### src/rtl/gcl_pkg.sv
// Shared types, opcodes and result codes for the command list parser.
package gcl_pkg;

    localparam int QueueDepth = 4;

    localparam logic [7:0] OpPad  = 8'h00;
    localparam logic [7:0] OpCp   = 8'h08;
    localparam logic [7:0] OpXf   = 8'h10;
    localparam logic [7:0] OpBp   = 8'h61;
    localparam logic [7:0] OpDraw = 8'h80;

    localparam int OutDataWidth = 72;

    typedef enum logic [2:0] {
        KIND_CP_WRITE  = 3'd0,
        KIND_BP_WRITE  = 3'd1,
        KIND_XF_WRITE  = 3'd2,
        KIND_DRAW_STOP = 3'd3,
        KIND_UNKNOWN   = 3'd4,
        KIND_TRUNCATED = 3'd5,
        KIND_END_ONLY  = 3'd6
    } kind_t;

    typedef enum logic [2:0] {
        OPC_PAD,
        OPC_CP,
        OPC_BP,
        OPC_XF,
        OPC_DRAW,
        OPC_OTHER
    } opclass_t;

    typedef enum logic [3:0] {
        PH_IDLE    = 4'd0,
        PH_CP_REG  = 4'd1,
        PH_CP_VAL  = 4'd2,
        PH_BP_VAL  = 4'd3,
        PH_XF_CNT  = 4'd4,
        PH_XF_ADDR = 4'd5,
        PH_XF_DATA = 4'd6,
        PH_DRAW    = 4'd7
    } phase_t;

    typedef struct packed {
        logic [7:0] list_byte;
        logic       final_byte;
        opclass_t   opclass;
    } entry_t;

    function automatic opclass_t classify(input logic [7:0] b);
        opclass_t c;
        if (b == OpPad) begin
            c = OPC_PAD;
        end else if (b >= OpDraw) begin
            c = OPC_DRAW;
        end else if (b == OpCp) begin
            c = OPC_CP;
        end else if (b == OpBp) begin
            c = OPC_BP;
        end else if (b == OpXf) begin
            c = OPC_XF;
        end else begin
            c = OPC_OTHER;
        end
        return c;
    endfunction

endpackage

### src/rtl/gcl_front.sv
// Front end: accepts list bytes, classifies them as opcodes and queues them.
module gcl_front #(
    parameter int QUEUE_DEPTH = gcl_pkg::QueueDepth
) (
    input  logic            aclk,
    input  logic            aresetn,
    input  logic            s_tvalid,
    output logic            s_tready,
    input  logic [7:0]      s_tdata,   // [7:0] list_byte
    input  logic            s_tlast,
    output logic            q_valid,
    output gcl_pkg::entry_t q_entry,
    input  logic            q_pop
);

    localparam int PtrW = (QUEUE_DEPTH > 1) ? $clog2(QUEUE_DEPTH) : 1;
    localparam int CntW = $clog2(QUEUE_DEPTH + 1);
    localparam logic [PtrW-1:0] LastPtr = PtrW'(QUEUE_DEPTH - 1);
    localparam logic [CntW-1:0] FullCnt = CntW'(QUEUE_DEPTH);

    gcl_pkg::entry_t mem_reg [QUEUE_DEPTH];
    logic [PtrW-1:0] wr_ptr_reg, wr_ptr_next;
    logic [PtrW-1:0] rd_ptr_reg, rd_ptr_next;
    logic [CntW-1:0] count_reg, count_next;
    logic            push;
    gcl_pkg::entry_t wr_entry;

    assign s_tready = (count_reg != FullCnt);
    assign push     = s_tvalid && s_tready;
    assign q_valid  = (count_reg != '0);
    assign q_entry  = mem_reg[rd_ptr_reg];

    always_comb begin
        wr_entry.list_byte  = s_tdata;
        wr_entry.final_byte = s_tlast;
        wr_entry.opclass    = gcl_pkg::classify(s_tdata);
    end

    always_comb begin
        wr_ptr_next = wr_ptr_reg;
        rd_ptr_next = rd_ptr_reg;
        count_next  = count_reg;
        if (push) begin
            wr_ptr_next = (wr_ptr_reg == LastPtr) ? '0 : wr_ptr_reg + PtrW'(1);
        end
        if (q_pop) begin
            rd_ptr_next = (rd_ptr_reg == LastPtr) ? '0 : rd_ptr_reg + PtrW'(1);
        end
        if (push && !q_pop) begin
            count_next = count_reg + CntW'(1);
        end else if (!push && q_pop) begin
            count_next = count_reg - CntW'(1);
        end
    end

    always_ff @(posedge aclk) begin
        if (!aresetn) begin
            wr_ptr_reg <= '0;
            rd_ptr_reg <= '0;
            count_reg  <= '0;
        end else begin
            wr_ptr_reg <= wr_ptr_next;
            rd_ptr_reg <= rd_ptr_next;
            count_reg  <= count_next;
        end
    end

    always_ff @(posedge aclk) begin
        if (push) begin
            mem_reg[wr_ptr_reg] <= wr_entry;
        end
    end

endmodule

### src/rtl/gcl_back.sv
// Back end: command state machine and registered result output.
module gcl_back (
    input  logic            aclk,
    input  logic            aresetn,
    input  logic            q_valid,
    input  gcl_pkg::entry_t q_entry,
    output logic            q_pop,
    output logic            m_tvalid,
    input  logic            m_tready,
    output logic [gcl_pkg::OutDataWidth-1:0] m_tdata,
    output logic [2:0]      m_tuser,
    output logic            m_tlast
);

    gcl_pkg::phase_t phase_reg, phase_next;
    logic [2:0]  cnt_reg, cnt_next;
    logic [7:0]  opcode_reg, opcode_next;
    logic [7:0]  regbyte_reg, regbyte_next;
    logic [31:0] word_reg, word_next;
    logic [15:0] xf_addr_reg, xf_addr_next;
    logic [16:0] xf_left_reg, xf_left_next;
    logic        halted_reg, halted_next;

    logic        m_valid_reg, m_valid_next;
    logic [gcl_pkg::OutDataWidth-1:0] m_data_reg;
    logic [2:0]  m_user_reg;
    logic        m_last_reg;

    logic [7:0]  b;
    logic [31:0] word_sh;
    logic [2:0]  cnt_inc;
    logic [16:0] left_dec;
    logic        emit;
    gcl_pkg::kind_t kind;
    logic [15:0] r_addr;
    logic [31:0] r_value;
    logic [15:0] r_vcount;
    logic [7:0]  r_cmd;
    logic        r_last;

    assign q_pop    = q_valid && (!m_valid_reg || m_tready);
    assign b        = q_entry.list_byte;
    assign word_sh  = {word_reg[23:0], b};
    assign cnt_inc  = cnt_reg + 3'd1;
    assign left_dec = xf_left_reg - 17'd1;

    always_comb begin
        phase_next   = phase_reg;
        cnt_next     = cnt_reg;
        opcode_next  = opcode_reg;
        regbyte_next = regbyte_reg;
        word_next    = word_reg;
        xf_addr_next = xf_addr_reg;
        xf_left_next = xf_left_reg;
        halted_next  = halted_reg;
        emit     = 1'b0;
        kind     = gcl_pkg::KIND_CP_WRITE;
        r_addr   = '0;
        r_value  = '0;
        r_vcount = '0;
        r_cmd    = '0;
        r_last   = 1'b0;

        if (!halted_reg) begin
            case (phase_reg)
                gcl_pkg::PH_IDLE: begin
                    opcode_next = b;
                    cnt_next    = '0;
                    word_next   = '0;
                    case (q_entry.opclass)
                        gcl_pkg::OPC_PAD:  phase_next = gcl_pkg::PH_IDLE;
                        gcl_pkg::OPC_DRAW: phase_next = gcl_pkg::PH_DRAW;
                        gcl_pkg::OPC_CP:   phase_next = gcl_pkg::PH_CP_REG;
                        gcl_pkg::OPC_BP:   phase_next = gcl_pkg::PH_BP_VAL;
                        gcl_pkg::OPC_XF:   phase_next = gcl_pkg::PH_XF_CNT;
                        default: begin
                            emit        = 1'b1;
                            kind        = gcl_pkg::KIND_UNKNOWN;
                            r_cmd       = b;
                            halted_next = 1'b1;
                        end
                    endcase
                end
                gcl_pkg::PH_CP_REG: begin
                    regbyte_next = b;
                    phase_next   = gcl_pkg::PH_CP_VAL;
                    cnt_next     = '0;
                    word_next    = '0;
                end
                gcl_pkg::PH_CP_VAL: begin
                    word_next = word_sh;
                    cnt_next  = cnt_inc;
                    if (cnt_inc == 3'd4) begin
                        emit       = 1'b1;
                        kind       = gcl_pkg::KIND_CP_WRITE;
                        r_addr     = {8'd0, regbyte_reg};
                        r_value    = word_sh;
                        phase_next = gcl_pkg::PH_IDLE;
                        cnt_next   = '0;
                        word_next  = '0;
                    end
                end
                gcl_pkg::PH_BP_VAL: begin
                    word_next = word_sh;
                    cnt_next  = cnt_inc;
                    if (cnt_inc == 3'd4) begin
                        emit       = 1'b1;
                        kind       = gcl_pkg::KIND_BP_WRITE;
                        r_addr     = {8'd0, word_sh[31:24]};
                        r_value    = {8'd0, word_sh[23:0]};
                        phase_next = gcl_pkg::PH_IDLE;
                        cnt_next   = '0;
                        word_next  = '0;
                    end
                end
                gcl_pkg::PH_XF_CNT: begin
                    word_next = word_sh;
                    cnt_next  = cnt_inc;
                    if (cnt_inc == 3'd2) begin
                        xf_left_next = {1'b0, word_sh[15:0]} + 17'd1;
                        phase_next   = gcl_pkg::PH_XF_ADDR;
                        cnt_next     = '0;
                        word_next    = '0;
                    end
                end
                gcl_pkg::PH_XF_ADDR: begin
                    word_next = word_sh;
                    cnt_next  = cnt_inc;
                    if (cnt_inc == 3'd2) begin
                        xf_addr_next = word_sh[15:0];
                        phase_next   = gcl_pkg::PH_XF_DATA;
                        cnt_next     = '0;
                        word_next    = '0;
                    end
                end
                gcl_pkg::PH_XF_DATA: begin
                    word_next = word_sh;
                    cnt_next  = cnt_inc;
                    if (cnt_inc == 3'd4) begin
                        emit         = 1'b1;
                        kind         = gcl_pkg::KIND_XF_WRITE;
                        r_addr       = xf_addr_reg;
                        r_value      = word_sh;
                        xf_addr_next = xf_addr_reg + 16'd1;
                        xf_left_next = left_dec;
                        phase_next   = (left_dec == '0) ? gcl_pkg::PH_IDLE
                                                        : gcl_pkg::PH_XF_DATA;
                        cnt_next     = '0;
                        word_next    = '0;
                    end
                end
                gcl_pkg::PH_DRAW: begin
                    word_next = word_sh;
                    cnt_next  = cnt_inc;
                    if (cnt_inc == 3'd2) begin
                        emit        = 1'b1;
                        kind        = gcl_pkg::KIND_DRAW_STOP;
                        r_vcount    = word_sh[15:0];
                        r_cmd       = opcode_reg;
                        halted_next = 1'b1;
                    end
                end
                default: begin
                    phase_next = gcl_pkg::PH_IDLE;
                    cnt_next   = '0;
                    word_next  = '0;
                end
            endcase
        end

        // final byte: report truncation or end, then start a fresh list
        if (q_entry.final_byte) begin
            if (!halted_next && phase_next != gcl_pkg::PH_IDLE) begin
                kind     = gcl_pkg::KIND_TRUNCATED;
                r_addr   = '0;
                r_value  = '0;
                r_vcount = '0;
                r_cmd    = '0;
            end else if (!emit) begin
                kind = gcl_pkg::KIND_END_ONLY;
            end
            r_last       = 1'b1;
            emit         = 1'b1;
            phase_next   = gcl_pkg::PH_IDLE;
            cnt_next     = '0;
            opcode_next  = '0;
            regbyte_next = '0;
            word_next    = '0;
            xf_addr_next = '0;
            xf_left_next = '0;
            halted_next  = 1'b0;
        end

        m_valid_next = q_pop ? emit : (m_valid_reg && !m_tready);
    end

    always_ff @(posedge aclk) begin
        if (!aresetn) begin
            phase_reg   <= gcl_pkg::PH_IDLE;
            cnt_reg     <= '0;
            opcode_reg  <= '0;
            regbyte_reg <= '0;
            word_reg    <= '0;
            xf_addr_reg <= '0;
            xf_left_reg <= '0;
            halted_reg  <= 1'b0;
            m_valid_reg <= 1'b0;
        end else begin
            m_valid_reg <= m_valid_next;
            if (q_pop) begin
                phase_reg   <= phase_next;
                cnt_reg     <= cnt_next;
                opcode_reg  <= opcode_next;
                regbyte_reg <= regbyte_next;
                word_reg    <= word_next;
                xf_addr_reg <= xf_addr_next;
                xf_left_reg <= xf_left_next;
                halted_reg  <= halted_next;
            end
        end
    end

    always_ff @(posedge aclk) begin
        if (q_pop && emit) begin
            m_data_reg <= {r_cmd, r_vcount, r_value, r_addr};
            m_user_reg <= kind;
            m_last_reg <= r_last;
        end
    end

    assign m_tvalid = m_valid_reg;
    assign m_tdata  = m_data_reg;
    assign m_tuser  = m_user_reg;
    assign m_tlast  = m_last_reg;

endmodule

### src/rtl/gpu_command_list_parser.sv
// Command list parser top level: byte queue front end and command back end.
// An accepted byte is stored in the queue, then its request is registered at
// the output. Throughput: one byte per cycle unless m_tready stalls the output,
// set by the single-byte back end state machine.
// Reset: aresetn, synchronous active low, empties the queue and returns the
// parser to waiting for an opcode.
module gpu_command_list_parser #(
    parameter int QUEUE_DEPTH = gcl_pkg::QueueDepth
) (
    input  logic        aclk,
    input  logic        aresetn,
    input  logic        s_tvalid,
    output logic        s_tready,
    input  logic [7:0]  s_tdata,   // [7:0] list_byte
    input  logic        s_tlast,   // final_byte
    output logic        m_tvalid,
    input  logic        m_tready,
    // [15:0] reg_address, [47:16] reg_value, [63:48] vertex_count,
    // [71:64] command_byte
    output logic [gcl_pkg::OutDataWidth-1:0] m_tdata,
    output logic [2:0]  m_tuser,   // [2:0] kind
    output logic        m_tlast    // list_end
);

    logic            q_valid;
    logic            q_pop;
    gcl_pkg::entry_t q_entry;

    gcl_front #(
        .QUEUE_DEPTH(QUEUE_DEPTH)
    ) u_front (
        .aclk     (aclk),
        .aresetn  (aresetn),
        .s_tvalid (s_tvalid),
        .s_tready (s_tready),
        .s_tdata  (s_tdata),
        .s_tlast  (s_tlast),
        .q_valid  (q_valid),
        .q_entry  (q_entry),
        .q_pop    (q_pop)
    );

    gcl_back u_back (
        .aclk     (aclk),
        .aresetn  (aresetn),
        .q_valid  (q_valid),
        .q_entry  (q_entry),
        .q_pop    (q_pop),
        .m_tvalid (m_tvalid),
        .m_tready (m_tready),
        .m_tdata  (m_tdata),
        .m_tuser  (m_tuser),
        .m_tlast  (m_tlast)
    );

endmodule
### config.mk
export PLATFORM = sky130hd
export DESIGN_NAME = gpu_command_list_parser
export DESIGN_NICKNAME = d
export VERILOG_FILES = /design/src/rtl/gcl_pkg.sv /design/src/rtl/gcl_front.sv /design/src/rtl/gcl_back.sv /design/src/rtl/gpu_command_list_parser.sv
export SDC_FILE = /design/constraint.sdc
export NUM_CORES = 1
export LEC_CHECK = 0
export BUFFER_PORTS_ARGS = -buffer_cell sky130_fd_sc_hd__buf_2
export CORE_ASPECT_RATIO = 0.6
export CORE_MARGIN = 4
export CORE_UTILIZATION = 50
export CTS_CLUSTER_DIAMETER = 150
export DETAILED_ROUTE_END_ITERATION = 12
export PLACE_DENSITY = 0.69
export SYNTH_ARGS = -nofsm -noshare
export SYNTH_HDL_FRONTEND = slang
export SYNTH_HIERARCHICAL = 1
export SYNTH_SLANG_ARGS = --single-unit
### constraint.sdc
create_clock -name aclk -period 4.9 [get_ports aclk]
set_clock_uncertainty 0.15 [all_clocks]
set_input_delay 0.98 -clock aclk [delete_from_list [all_inputs] [get_ports aclk]]
set_output_delay 0.98 -clock aclk [all_outputs]
set_load 0.02 [all_outputs]
==> results.toml <==
[grt]
track_usage_pct = 23.10
grt_pass1_vias = 7327
antenna_found_initial = 0
grt_max_degree = 90
grt-ovfl-total = 0
grt_pass1_wl_um = 43100

[yosys]
synth_area_um2 = 10400
synth_top_area_share_pct = 35.80
ys_ff_latch = 215
async_flop_share_pct = 0
yosysSeqAreaShare_pct = 53.31
synth_fp_nets = 1004
ys_types = 71
netlist_top_cells_area = "edfxtp_1 36%, dfxtp_1 18%, nor2b_1 3.5%"
ys_dominant_reg_cell = "edfxtp_1"
avgSynthCellArea_um2 = 10.65
synth_top_area_cell = "edfxtp_1"
yosysWarnings = 6
synthCells = 977
synth-edff-count = 124

[critical_path]
cp_max_fo = 50
worst-path-buf-inv = 2
reg2reg_setup_slack_ns = 1.14
critPathMaxStageDelay_ns = 0.60
slowest_stage = "mux4_2"
timing.rr.end = "u_back/m_tdata[21]$_DFFE_PP_"
start_kind = "register"
crit_required_ns = 4.95
reg2regPathDepth = 9
cp.arrival_ns = 3.81
crit_family = "simple AND/OR/NAND/NOR gates"
cp_cell_sequence = "buf_4 > mux4_2 > o21ai_0 > nor2_1 > or3_1 > a21o_1 > a31oi_4 > buf_4 > nor3b_1"
worst_path_most_repeated_cell = "buf_4"
crit_type = "register to register"
critPathCaptureType = "register"

[drt]
via_per_inst = 6.177
drc = 0
drt_pass1_iterations = 7
ant_nets = 0
num_vias = 8153
drtIter0Drc = 1016
wl_per_cell_um = 20.97
wl_um = 27690

[power_and_ir_drop]
clockPowerShare_pct = 20.5
power_density_nw_per_um2 = 674.1
p_sw_share_pct = 42.49
switching_power_mw = 3.367
combPwrFrac_pct = 43.0
internal-power_mw = 4.557
power_frac_seq_pct = 36.5
power_leakage_nw = 4.144
irDropWorstVdd_mv = 0.4018

[run]
cap_violations = 0

[clock_network]
clk-insertion-delay-late_ns = 0.50
clock-sinks = 215
cts_tree = "built"
cts.path.max_buffers = 3
clk_pin_slew_ns = 0.06
cts_root_buf = "clkbuf_16"
cts_resized = 0
post_cts_buffers = 0
hold_buffers = 0
numCtsBuffers = 21
cts_htree_levels = 1

[place]
io_buffers = 90
place.gp.congestion = 0.9230
placed_area_um2 = 11070
dp_hpwl_um = 18640
dp_slack_ns = 1.215

[timing]
fin_crit_sh_pct = 76.67
tns_ns = 0
worst_pin_slew_ns = 1.326
min_period_ns = 3.757
maxSlewHeadroom_pct = 11.23
timing.final.ws_setup_ns = 1.143
grt_setup_unrepaired = "no"
finalSetupViolCount = 0
fmax_mhz = 266.2
maxSlewViolCount = 0
hold_viol = 0

[cells_and_area]
final_cell_area_um2 = 11750
diodes = 0
syn_to_final_growth_pct = 13.00
largest_reg_flops = 72
nets = 1059
fin_util_pct = 58.13
drive_gt1_share_pct = 17.19
fillCellCount = 1692

[worst_hold_path]
whs_endpoint = "u_back/xf_addr_reg[15]$_SDFFE_PN0P_"
hold_depth = 2
hold_start = "u_back/xf_addr_reg[15]$_SDFFE_PN0P_"
hp-class = "register to register"

[die]
coreArea_um2 = 20220
die_x_um = 194.2
dieArea_um2 = 23250
ios = 91
fp-row-count = 40
start_util_pct = 51.44
die-height_um = 119.7

[outcome]
status = "complete, no violations"
==> synth_stat cells (4+ instances only) <==
master	count
a2111oi_0	5
a21boi_0	19
a21oi_1	29
a222oi_1	8
a22oi_1	30
a31oi_1	13
and2_1	25
and3_1	15
and3_2	4
buf_1	8
buf_2	5
clkbuf_1	58
dfxtp_1	91
edfxtp_1	124
ha_1	13
inv_1	15
mux2i_1	22
mux4_2	12
nand2_1	64
nand2b_1	16
nand3_1	26
nand4_1	9
nor2_1	58
nor2b_1	59
nor3_1	33
nor3b_1	28
nor4_1	19
nor4b_1	8
o21a_1	4
o21ai_0	52
o31ai_1	8
or2_2	5
or3_1	5
or4_1	4
xnor2_1	14
xor2_1	13
==> worst reg2reg max path: stages, from the launching register on <==
cell and delay [ns]:
dfxtp_1 0.45, buf_4 0.27, mux4_2 0.60, o21ai_0 0.30, nor2_1 0.22, or3_1 0.42
a21o_1 0.23, a31oi_4 0.14, buf_4 0.49, nor3b_1 0.19
==> final cells by class <==
| cell class | instances | area (um2) | area share (%) |
|---|---|---|---|
| Clock buffer | 29 | 606.8 | 5.163 |
| Clock inverter | 9 | 81.33 | 0.6919 |
| Inverter | 15 | 56.30 | 0.4790 |
| Multi-Input combinational cell | 673 | 4552 | 38.73 |
| Sequential cell | 215 | 5545 | 47.18 |
| Tap cell | 273 | 341.6 | 2.906 |
| Timing Repair Buffer | 106 | 570.5 | 4.854 |
==> routing by layer <==
| metal | GRT usage, % | vias to the layer above | wire, um |
|---|---|---|---|
| li1 | - | 3737 | - |
| met1 | 38.00 | 3969 | 13250 |
| met2 | 31.13 | 406 | 11020 |
| met3 | 4.658 | 41 | 2914 |
| met4 | 4.478 | 0 | 499 |
| met5 | 0 | - | 0 |
==> placed cells by master (no fill, tap or decap), types with 28 or more instances in the layout <==
cell type / count
nor2_1: 58
nor3_1: 32
a21oi_1: 29
a22oi_1: 30
buf_2: 90
nand2_1: 64
o21ai_0: 52
nor3b_1: 28
nor2b_1: 59
edfxtp_1: 124
dfxtp_1: 91
==> cell families after synthesis <==
family / Yosys count / share of synthesized area, %
simple gates: 398 / 21.71
buf+inv: 89 / 3.416
xor+xnor: 27 / 2.274
fa+ha+maj: 14 / 1.756
mux: 34 / 4.716
compound gates: 200 / 12.81
flops: 215 / 53.31
==> power groups by stage <==
stage                     sequential (mW)  combinational (mW)  clock [mW]
after floorplan                      3.24                1.95           0
after global placement               2.92                3.33           0
after detailed placement             2.92                3.35           0
after CTS                            2.89                3.37        1.65
after global routing                 2.95                3.68        1.73
final                                2.89                3.41        1.63
==> stage by stage <==
step / instances / hold WS [ns] / power (mW)
global placement: 1282 / 0.3274 / 6.249
CTS: 1320 / 0.3412 / 7.909
floorplan: 977 / 0.2993 / 5.192
finish: 1320 / 0.3339 / 7.924
global route: 1320 / 0.3620 / 8.353
detailed placement: 1282 / 0.3310 / 6.270
==> worst max-delay path by stage <==
stage,to,slack [ns],depth (start not counted)
final,u_back/m_tdata[21]$_DFFE_PP_,1.14,9
after global routing,u_back/m_tdata[17]$_DFFE_PP_,0.84,9
after CTS,u_back/m_tdata[21]$_DFFE_PP_,1.19,9
after detailed placement,u_back/m_tdata[21]$_DFFE_PP_,1.22,9
after global placement,u_back/m_tdata[45]$_DFFE_PP_,1.27,9
after floorplan,u_back/m_tdata[0]$_DFFE_PP_,0.99,8
No activity file was read; power rests on OpenSTA's default activity.
